`src/rtl/core/assert_macros.svh`:
```
// Assertion macros for the RTL of the rotation matrix block.
`ifndef ASSERT_MACROS_SVH
`define ASSERT_MACROS_SVH

`ifndef ASSERT_OFF
`define ASSERT_IMPLY(label, clk, rst, ante, cons, msg) \
  label: assert property (@(posedge clk) disable iff (rst) (ante) |-> (cons)) else $error(msg);
`define ASSERT_NEXT(label, clk, rst, ante, cons, msg) \
  label: assert property (@(posedge clk) disable iff (rst) (ante) |=> (cons)) else $error(msg);
`else
`define ASSERT_IMPLY(label, clk, rst, ante, cons, msg)
`define ASSERT_NEXT(label, clk, rst, ante, cons, msg)
`endif

`endif

```
`src/rtl/core/rmbv_pkg.sv`:
```
// Shared constants and types of the rotation matrix block.
package rmbv_pkg;

  localparam int IN_W = 16;
  localparam int OUT_W = 16;
  localparam int SQRT_LAT = 32;
  localparam int DIV_LAT = 32;
  // Normalize unit: shift, square, sum, root, divide, sign.
  localparam int LAT_UNIT = 3 + SQRT_LAT + DIV_LAT + 1;
  // Matrix part: four stages ahead of the root, six after the divide.
  localparam int LAT_TOTAL = LAT_UNIT + 4 + SQRT_LAT + DIV_LAT + 6;

  typedef logic signed [IN_W-1:0] in_t;
  typedef logic signed [31:0] q30_t;
  typedef logic signed [OUT_W-1:0] out_t;

endpackage

```
`src/rtl/core/rmbv_sqrt.sv`:
```
// Pipelined integer square root of a 64-bit value, one root bit per stage.
module rmbv_sqrt import rmbv_pkg::*; (
  input  logic        clk,
  input  logic        en,
  input  logic [63:0] x,
  output logic [31:0] root
);

  typedef struct packed {
    logic [63:0] rem;
    logic [63:0] r;
  } sqrt_st_t;

  // One step of the digit-by-digit root: try the next bit, keep it if it fits.
  function automatic sqrt_st_t sqrt_step(sqrt_st_t s, int k);
    logic [63:0] bitv;
    logic [64:0] sum;
    sqrt_st_t o;
    bitv = 64'd1 << (62 - 2 * k);
    sum = {1'b0, s.r} + {1'b0, bitv};
    if ({1'b0, s.rem} >= sum) begin
      o.rem = s.rem - sum[63:0];
      o.r = (s.r >> 1) + bitv;
    end else begin
      o.rem = s.rem;
      o.r = s.r >> 1;
    end
    return o;
  endfunction

  sqrt_st_t st_in;
  sqrt_st_t st [SQRT_LAT];

  assign st_in = '{rem: x, r: 64'd0};

  // Stage registers advance together under the pipeline enable.
  always_ff @(posedge clk) begin
    if (en) begin
      st[0] <= sqrt_step(st_in, 0);
      for (int k = 1; k < SQRT_LAT; k++) begin
        st[k] <= sqrt_step(st[k-1], k);
      end
    end
  end

  assign root = st[SQRT_LAT-1].r[31:0];

endmodule

```
`config.mk`:
```
export PLATFORM = sky130hd
export DESIGN_NAME = rmbv_sqrt
export DESIGN_NICKNAME = d
export VERILOG_FILES = /design/src/rtl/core/assert_macros.svh /design/src/rtl/core/rmbv_pkg.sv /design/src/rtl/core/rmbv_sqrt.sv
export SDC_FILE = /design/constraint.sdc
export NUM_CORES = 2
export LEC_CHECK = 0
export BUFFER_PORTS_ARGS = -buffer_cell sky130_fd_sc_hd__buf_2
export CAP_MARGIN = 20
export CORE_MARGIN = 10
export CORE_UTILIZATION = 56
export CTS_BUF_LIST = sky130_fd_sc_hd__clkbuf_16
export CTS_CLUSTER_SIZE = 25
export DETAILED_ROUTE_END_ITERATION = 10
export PLACE_DENSITY = 0.75
export REMOVE_ABC_BUFFERS = 1
export SLEW_MARGIN = 15
export SYNTH_ARGS = -nofsm -noshare
export SYNTH_HDL_FRONTEND = slang
export SYNTH_SLANG_ARGS = --single-unit
export TNS_END_PERCENT = 10
```
`constraint.sdc`:
```
create_clock -name clk -period 3.35 [get_ports clk]
set_input_delay 0.335 -clock clk [delete_from_list [all_inputs] [get_ports clk]]
set_output_delay 0.335 -clock clk [all_outputs]
set_load 0.02 [all_outputs]
```
**Word-level counts from Yosys, hierarchy flattened**

Memory sizes are Yosys's and may differ from the RTL's.
Cells that the tools add are included.

- Bits in registers: 0
- Memory bits (writable): 4096
- Bits of input ports: 66
- Memories: 1

Memory list:

| memory | words | bits a word | read ports | clocked after Yosys merged registers in | write ports | RTL line | source |
|---|---|---|---|---|---|---|---|
| st | 32 | 128 | 32 | 0 | 32 | rmbv_sqrt.sv:32 | `sqrt_st_t st [SQRT_LAT];` |

- Add/sub/neg operators: 94
- Magnitude comparators: 32
- Multiplexer cells: 66

Operators with widths:

| cell | number |
|---|---|
| 2-to-1 mux 128 bit | 64 |
| >= comparator 64 x 65 -> 1 bit | 31 |
| subtractor 64 bit | 31 |
| adder 64 x 1 -> 65 bit (second input constant) | 1 |
| adder 64 x 11 -> 65 bit (second input constant) | 1 |
| adder 64 x 13 -> 65 bit (second input constant) | 1 |
| adder 64 x 15 -> 65 bit (second input constant) | 1 |
| adder 64 x 17 -> 65 bit (second input constant) | 1 |
| adder 64 x 19 -> 65 bit (second input constant) | 1 |
| adder 64 x 21 -> 65 bit (second input constant) | 1 |
| adder 64 x 23 -> 65 bit (second input constant) | 1 |
| adder 64 x 25 -> 65 bit (second input constant) | 1 |
| adder 64 x 27 -> 65 bit (second input constant) | 1 |
| adder 64 x 29 -> 65 bit (second input constant) | 1 |
| adder 64 x 3 -> 65 bit (second input constant) | 1 |
| adder 64 x 31 -> 65 bit (second input constant) | 1 |
| adder 64 x 33 -> 65 bit (second input constant) | 1 |
| adder 64 x 35 -> 65 bit (second input constant) | 1 |
| adder 64 x 37 -> 65 bit (second input constant) | 1 |
| adder 64 x 39 -> 65 bit (second input constant) | 1 |
| adder 64 x 41 -> 65 bit (second input constant) | 1 |
| adder 64 x 43 -> 65 bit (second input constant) | 1 |
| adder 64 x 45 -> 65 bit (second input constant) | 1 |
| adder 64 x 47 -> 65 bit (second input constant) | 1 |
| other kinds (44) | 45 |

**Depth between registers and ports, before layout**

An unclocked memory read counts as a cell.

- Depth after elaboration: 5
- Depth in mapped cells: 14
- Mapped depth without buffers: 13

**Worst setup path after synthesis**

OpenSTA, ideal clock, no wires.

- Path type: reg2reg
- Start: memory st[1][1108] (netlist name)
- End: memory st[1][1277] (netlist name), data pin
- Data arrival time: 3.197 ns
- Path slack: -0.105 ns
- Stages on the path, launching flop included: 12
- Period minus slack after synthesis: 3.455 ns
- Path through: edfxtp_1 -> ha_1 -> nand3_1 -> or2_2 -> o21ai_0 -> a21oi_1 -> o41ai_1 -> a31oi_1 -> clkbuf_1 -> a2111oi_1 -> nand2_1 -> xnor2_1

RTL lines:

| item | RTL line |
|---|---|
| from (decl) | rmbv_sqrt.sv:32 |

==> impl_metrics.env <==
export IMPL_run_status="finished with violations"
export IMPL_violations_in_the_final_reports="negative setup slack"
export IMPL_max_cap_viol_count=0
export IMPL_die_h_um=486
export IMPL_hold_violations=0
export IMPL_critPathMaxFanout=4
export IMPL_synth_edf_count=2512
export IMPL_asr_flop_ratio_synth_pct=0
export IMPL_num_rows=171
export IMPL_grt_pass1_wl_um=525000
export IMPL_number_of_detailed_route_iterations_in_the_first_pass=6
export IMPL_post_route_period_util_pct=109
export IMPL_clock_transition_at_the_register_clock_pins_on_the_worst_setup_and_hold_paths_after_cts_ns=0.07
export IMPL_synthDistinctLibCells=97
export IMPL_number_of_antenna_violations_at_the_first_check_in_global_routing=18
export IMPL_setup_worst_path_class="reg -> reg"
export IMPL_setup_violations=33
export IMPL_slew_headroom_pct=32.3
export IMPL_regMostFlops="st"
export IMPL_finalWorstSetupSlack_ns=-0.298
export IMPL_cts_path_max_buffers=4
export IMPL_num_fill_cells=15000
export IMPL_flow_area_growth_from_synthesis_pct=21.7
export IMPL_synth_yosys_warnings=0
export IMPL_grt_setup_unrepaired="yes"
export IMPL_setup_worst_path_start_class="flip-flop"
export IMPL_setup_tns_ns=-1.88
export IMPL_floorplan_die_area_sq_mm=0.236
export IMPL_flip_flop_count_of_the_largest_register_after_layout=2512
export IMPL_clock_tree_htree_level_count=5
export IMPL_postSynthRegisterBits=2512
export IMPL_netlist_top_cells_area="edfxtp_1, ha_1, xnor2_1"
export IMPL_most_frequent_cell_after_synthesis="edfxtp_1"
export IMPL_cts_sinks=2512
export IMPL_synth_top_flop_cell="edfxtp_1"
export IMPL_route_final_wire_length_um=357000
export IMPL_portBuffers=97
export IMPL_power_density_cell_area_mw_per_mm2=677
export IMPL_whs_ns=0.103
export IMPL_arrival_ns=4.35
export IMPL_finish_net_count=11900
export IMPL_gr_total_overflow=0
export IMPL_cp_required_ns=4.05
export IMPL_synth_top_cell_by_area="edfxtp_1"
export IMPL_gp_congestion=0.974
export IMPL_power_leakage_uw=0.0578
export IMPL_setup_worst_path_end_class="flip-flop"
export IMPL_grt_pass1_vias=85100
export IMPL_hp_class="in -> reg"
export IMPL_cts_tree="done"
export IMPL_boundary_pins=98
export IMPL_grt_max_degree=160
export IMPL_period_minus_slack_ns=3.65
export IMPL_drt_drc_violations_left=0
export IMPL_post_route_cells_drive_above_1_share_pct=21.3
export IMPL_tightest_slew_ns=1.01
export IMPL_netlist_area_sq_mm=0.122
export IMPL_antenna_violating_nets_post_route=0
export IMPL_grt_total_usage_pct=28.9
export IMPL_viasPerCell=6.08
export IMPL_master_cell_of_the_clock_root_buffer="clkbuf_16"
export IMPL_cts_buffers=278
export IMPL_synthDominantCellAreaShare_pct=62.0
export IMPL_syn_inst=9725
export IMPL_reg_largest_list="st x2512"
export IMPL_ir_worst_vdd_v=0.000649
export IMPL_timing_final_max_slew_violations=0
export IMPL_totalPowerFinal_uw=100000
export IMPL_yosysSeqAreaShare_pct=62.0
export IMPL_synth_commonest_cells="edfxtp_1, inv_1, nor2_1"
export IMPL_via_count=87100
export IMPL_average_wire_per_standard_cell_um=25.0
export IMPL_floorplan_initialDensity_pct=56.2
export IMPL_fmaxAchievable_mhz=274
export IMPL_synth_avg_cell_area_sq_um=12.5
export IMPL_die_width_um=486
export IMPL_drt_initial_drc_count=8676
export IMPL_clock_skew_final_ns=0.109
export IMPL_clock_latency_ns=0.96
export IMPL_coreArea_sq_mm=0.217
export IMPL_detailedPlacementHpwl_um=261000
## placed cells by master, fill, tap and decap left out, types with 33 or more instances in the layout
master,netlist,final
nor4_1,356,290
buf_12,0,40
mux2_2,98,92
nand4b_1,35,35
edfxtp_1,2512,2512
nand3b_1,34,34
xnor2_1,510,499
or2_2,39,37
o21a_1,92,91
a211oi_1,51,39
a31oi_1,59,49
clkinv_2,0,43
nand2_1,575,569
nor4_2,5,43
buf_4,32,1272
ha_1,558,515
nor3_1,250,221
o21ai_0,435,398
xor2_1,358,355
inv_1,693,718
or4_1,59,41
bufinv_16,0,33
a21oi_1,582,557
nor2_1,656,627
nand2b_1,102,100
and3_1,55,51
o21bai_1,48,44
or3_1,109,93
a21o_1,226,226
nor2b_1,66,63
clkbuf_16,0,286
o31ai_1,55,46
nand3_1,185,178
clkinv_1,0,52
dlygate4sd3_1,0,66
buf_2,17,96
o211ai_1,34,34
nand4_1,169,169
nor4b_1,48,39
## routing by layer
layer	share of wire (%)	global-route usage [%]
met1	37	35.2
met2	50	49.7
met3	6.6	4.32
met4	6.4	15.6
met5	0.0036	0
## what timing repair did
action | 4_1_cts | 5_1_grt
endpoints found under the setup margin | 544 | 595
endpoints found under the hold margin | 77 | 0
cloned | 1 | 5
hold buffers | 66 | 0
resized for setup | 190 | 406
buffers inserted | 8 | 77
pin swaps | 36 | 149
## path summary, 6_finish.rpt
kind,slack [ns],cells after the start,end,startpoint
hold / removal,0.10,2,st[0][88]$_DFFE_PP_,x[24]
setup reg to reg,-0.30,10,st[0][895]$_DFFE_PP_,st[0][696]$_DFFE_PP_
hold reg to reg,0.42,0,st[1][214]$_DFFE_PP_,st[1][86]$_DFFE_PP_
setup / recovery,-0.30,10,st[0][895]$_DFFE_PP_,st[0][696]$_DFFE_PP_
## worst max-delay path, stage by stage, from the launching register on
cell and delay (ns):
edfxtp_1 0.39, inv_1 0.06, ha_1 0.45, nor4b_2 0.36, nand4_1 0.38, nor4_4 0.57, buf_4 0.20, nor4_1 0.08
a2111oi_4 0.26, or3b_2 0.50, xnor2_1 0.15
## power breakdown
group / switching, uW / leakage [uW] / internal, uW / total (uW)
Combinational: 14200 / 0.0291 / 11800 / 26000
Sequential: 3740 / 0.0242 / 39900 / 43600
Clock: 12700 / 0.00448 / 17900 / 30600
## cell families (layout without fill, tap and decap cells)
| logic type | after synthesis | count (layout) | synth area share (%) |
|---|---|---|---|
| compound gates | 1839 | 1839 | 9.51 |
| xor+xnor | 868 | 868 | 6.25 |
| fa+ha+maj | 558 | 558 | 5.74 |
| buf+inv | 951 | 2689 | 3.06 |
| flops | 2512 | 2512 | 62.0 |
| mux | 115 | 115 | 1.05 |
| other cells | 0 | 8 | 0 |
| simple gates | 2882 | 2882 | 12.4 |
## metrics by stage
step | instance area (sq um) | std cells | setup WS [ns] | util, %
after floorplan | 121000 | 9467 | -4.13 | -
after global placement | 135000 | 13700 | -0.540 | 62.2
after detailed placement | 135000 | 13700 | -0.503 | 62.2
after CTS | 145000 | 14200 | -0.118 | 67.1
after global routing | 148000 | 14300 | -0.380 | 68.4
final | 148000 | 14300 | -0.298 | 68.4
## layout make-up
type / count / area, sq um / share of cell area [%]
flip-flops and latches: 2512 / 75400 / 51.0
multi-input cells: 6262 / 45500 / 30.7
repair buffers: 1511 / 12000 / 8.10
clock buffers: 282 / 7060 / 4.77
well taps: 2854 / 3570 / 2.41
inverters: 693 / 2600 / 1.76
clock inverters: 203 / 1880 / 1.27
diodes: 8 / 20.0 / 0.0135
Power figures use the tool's default switching activity.
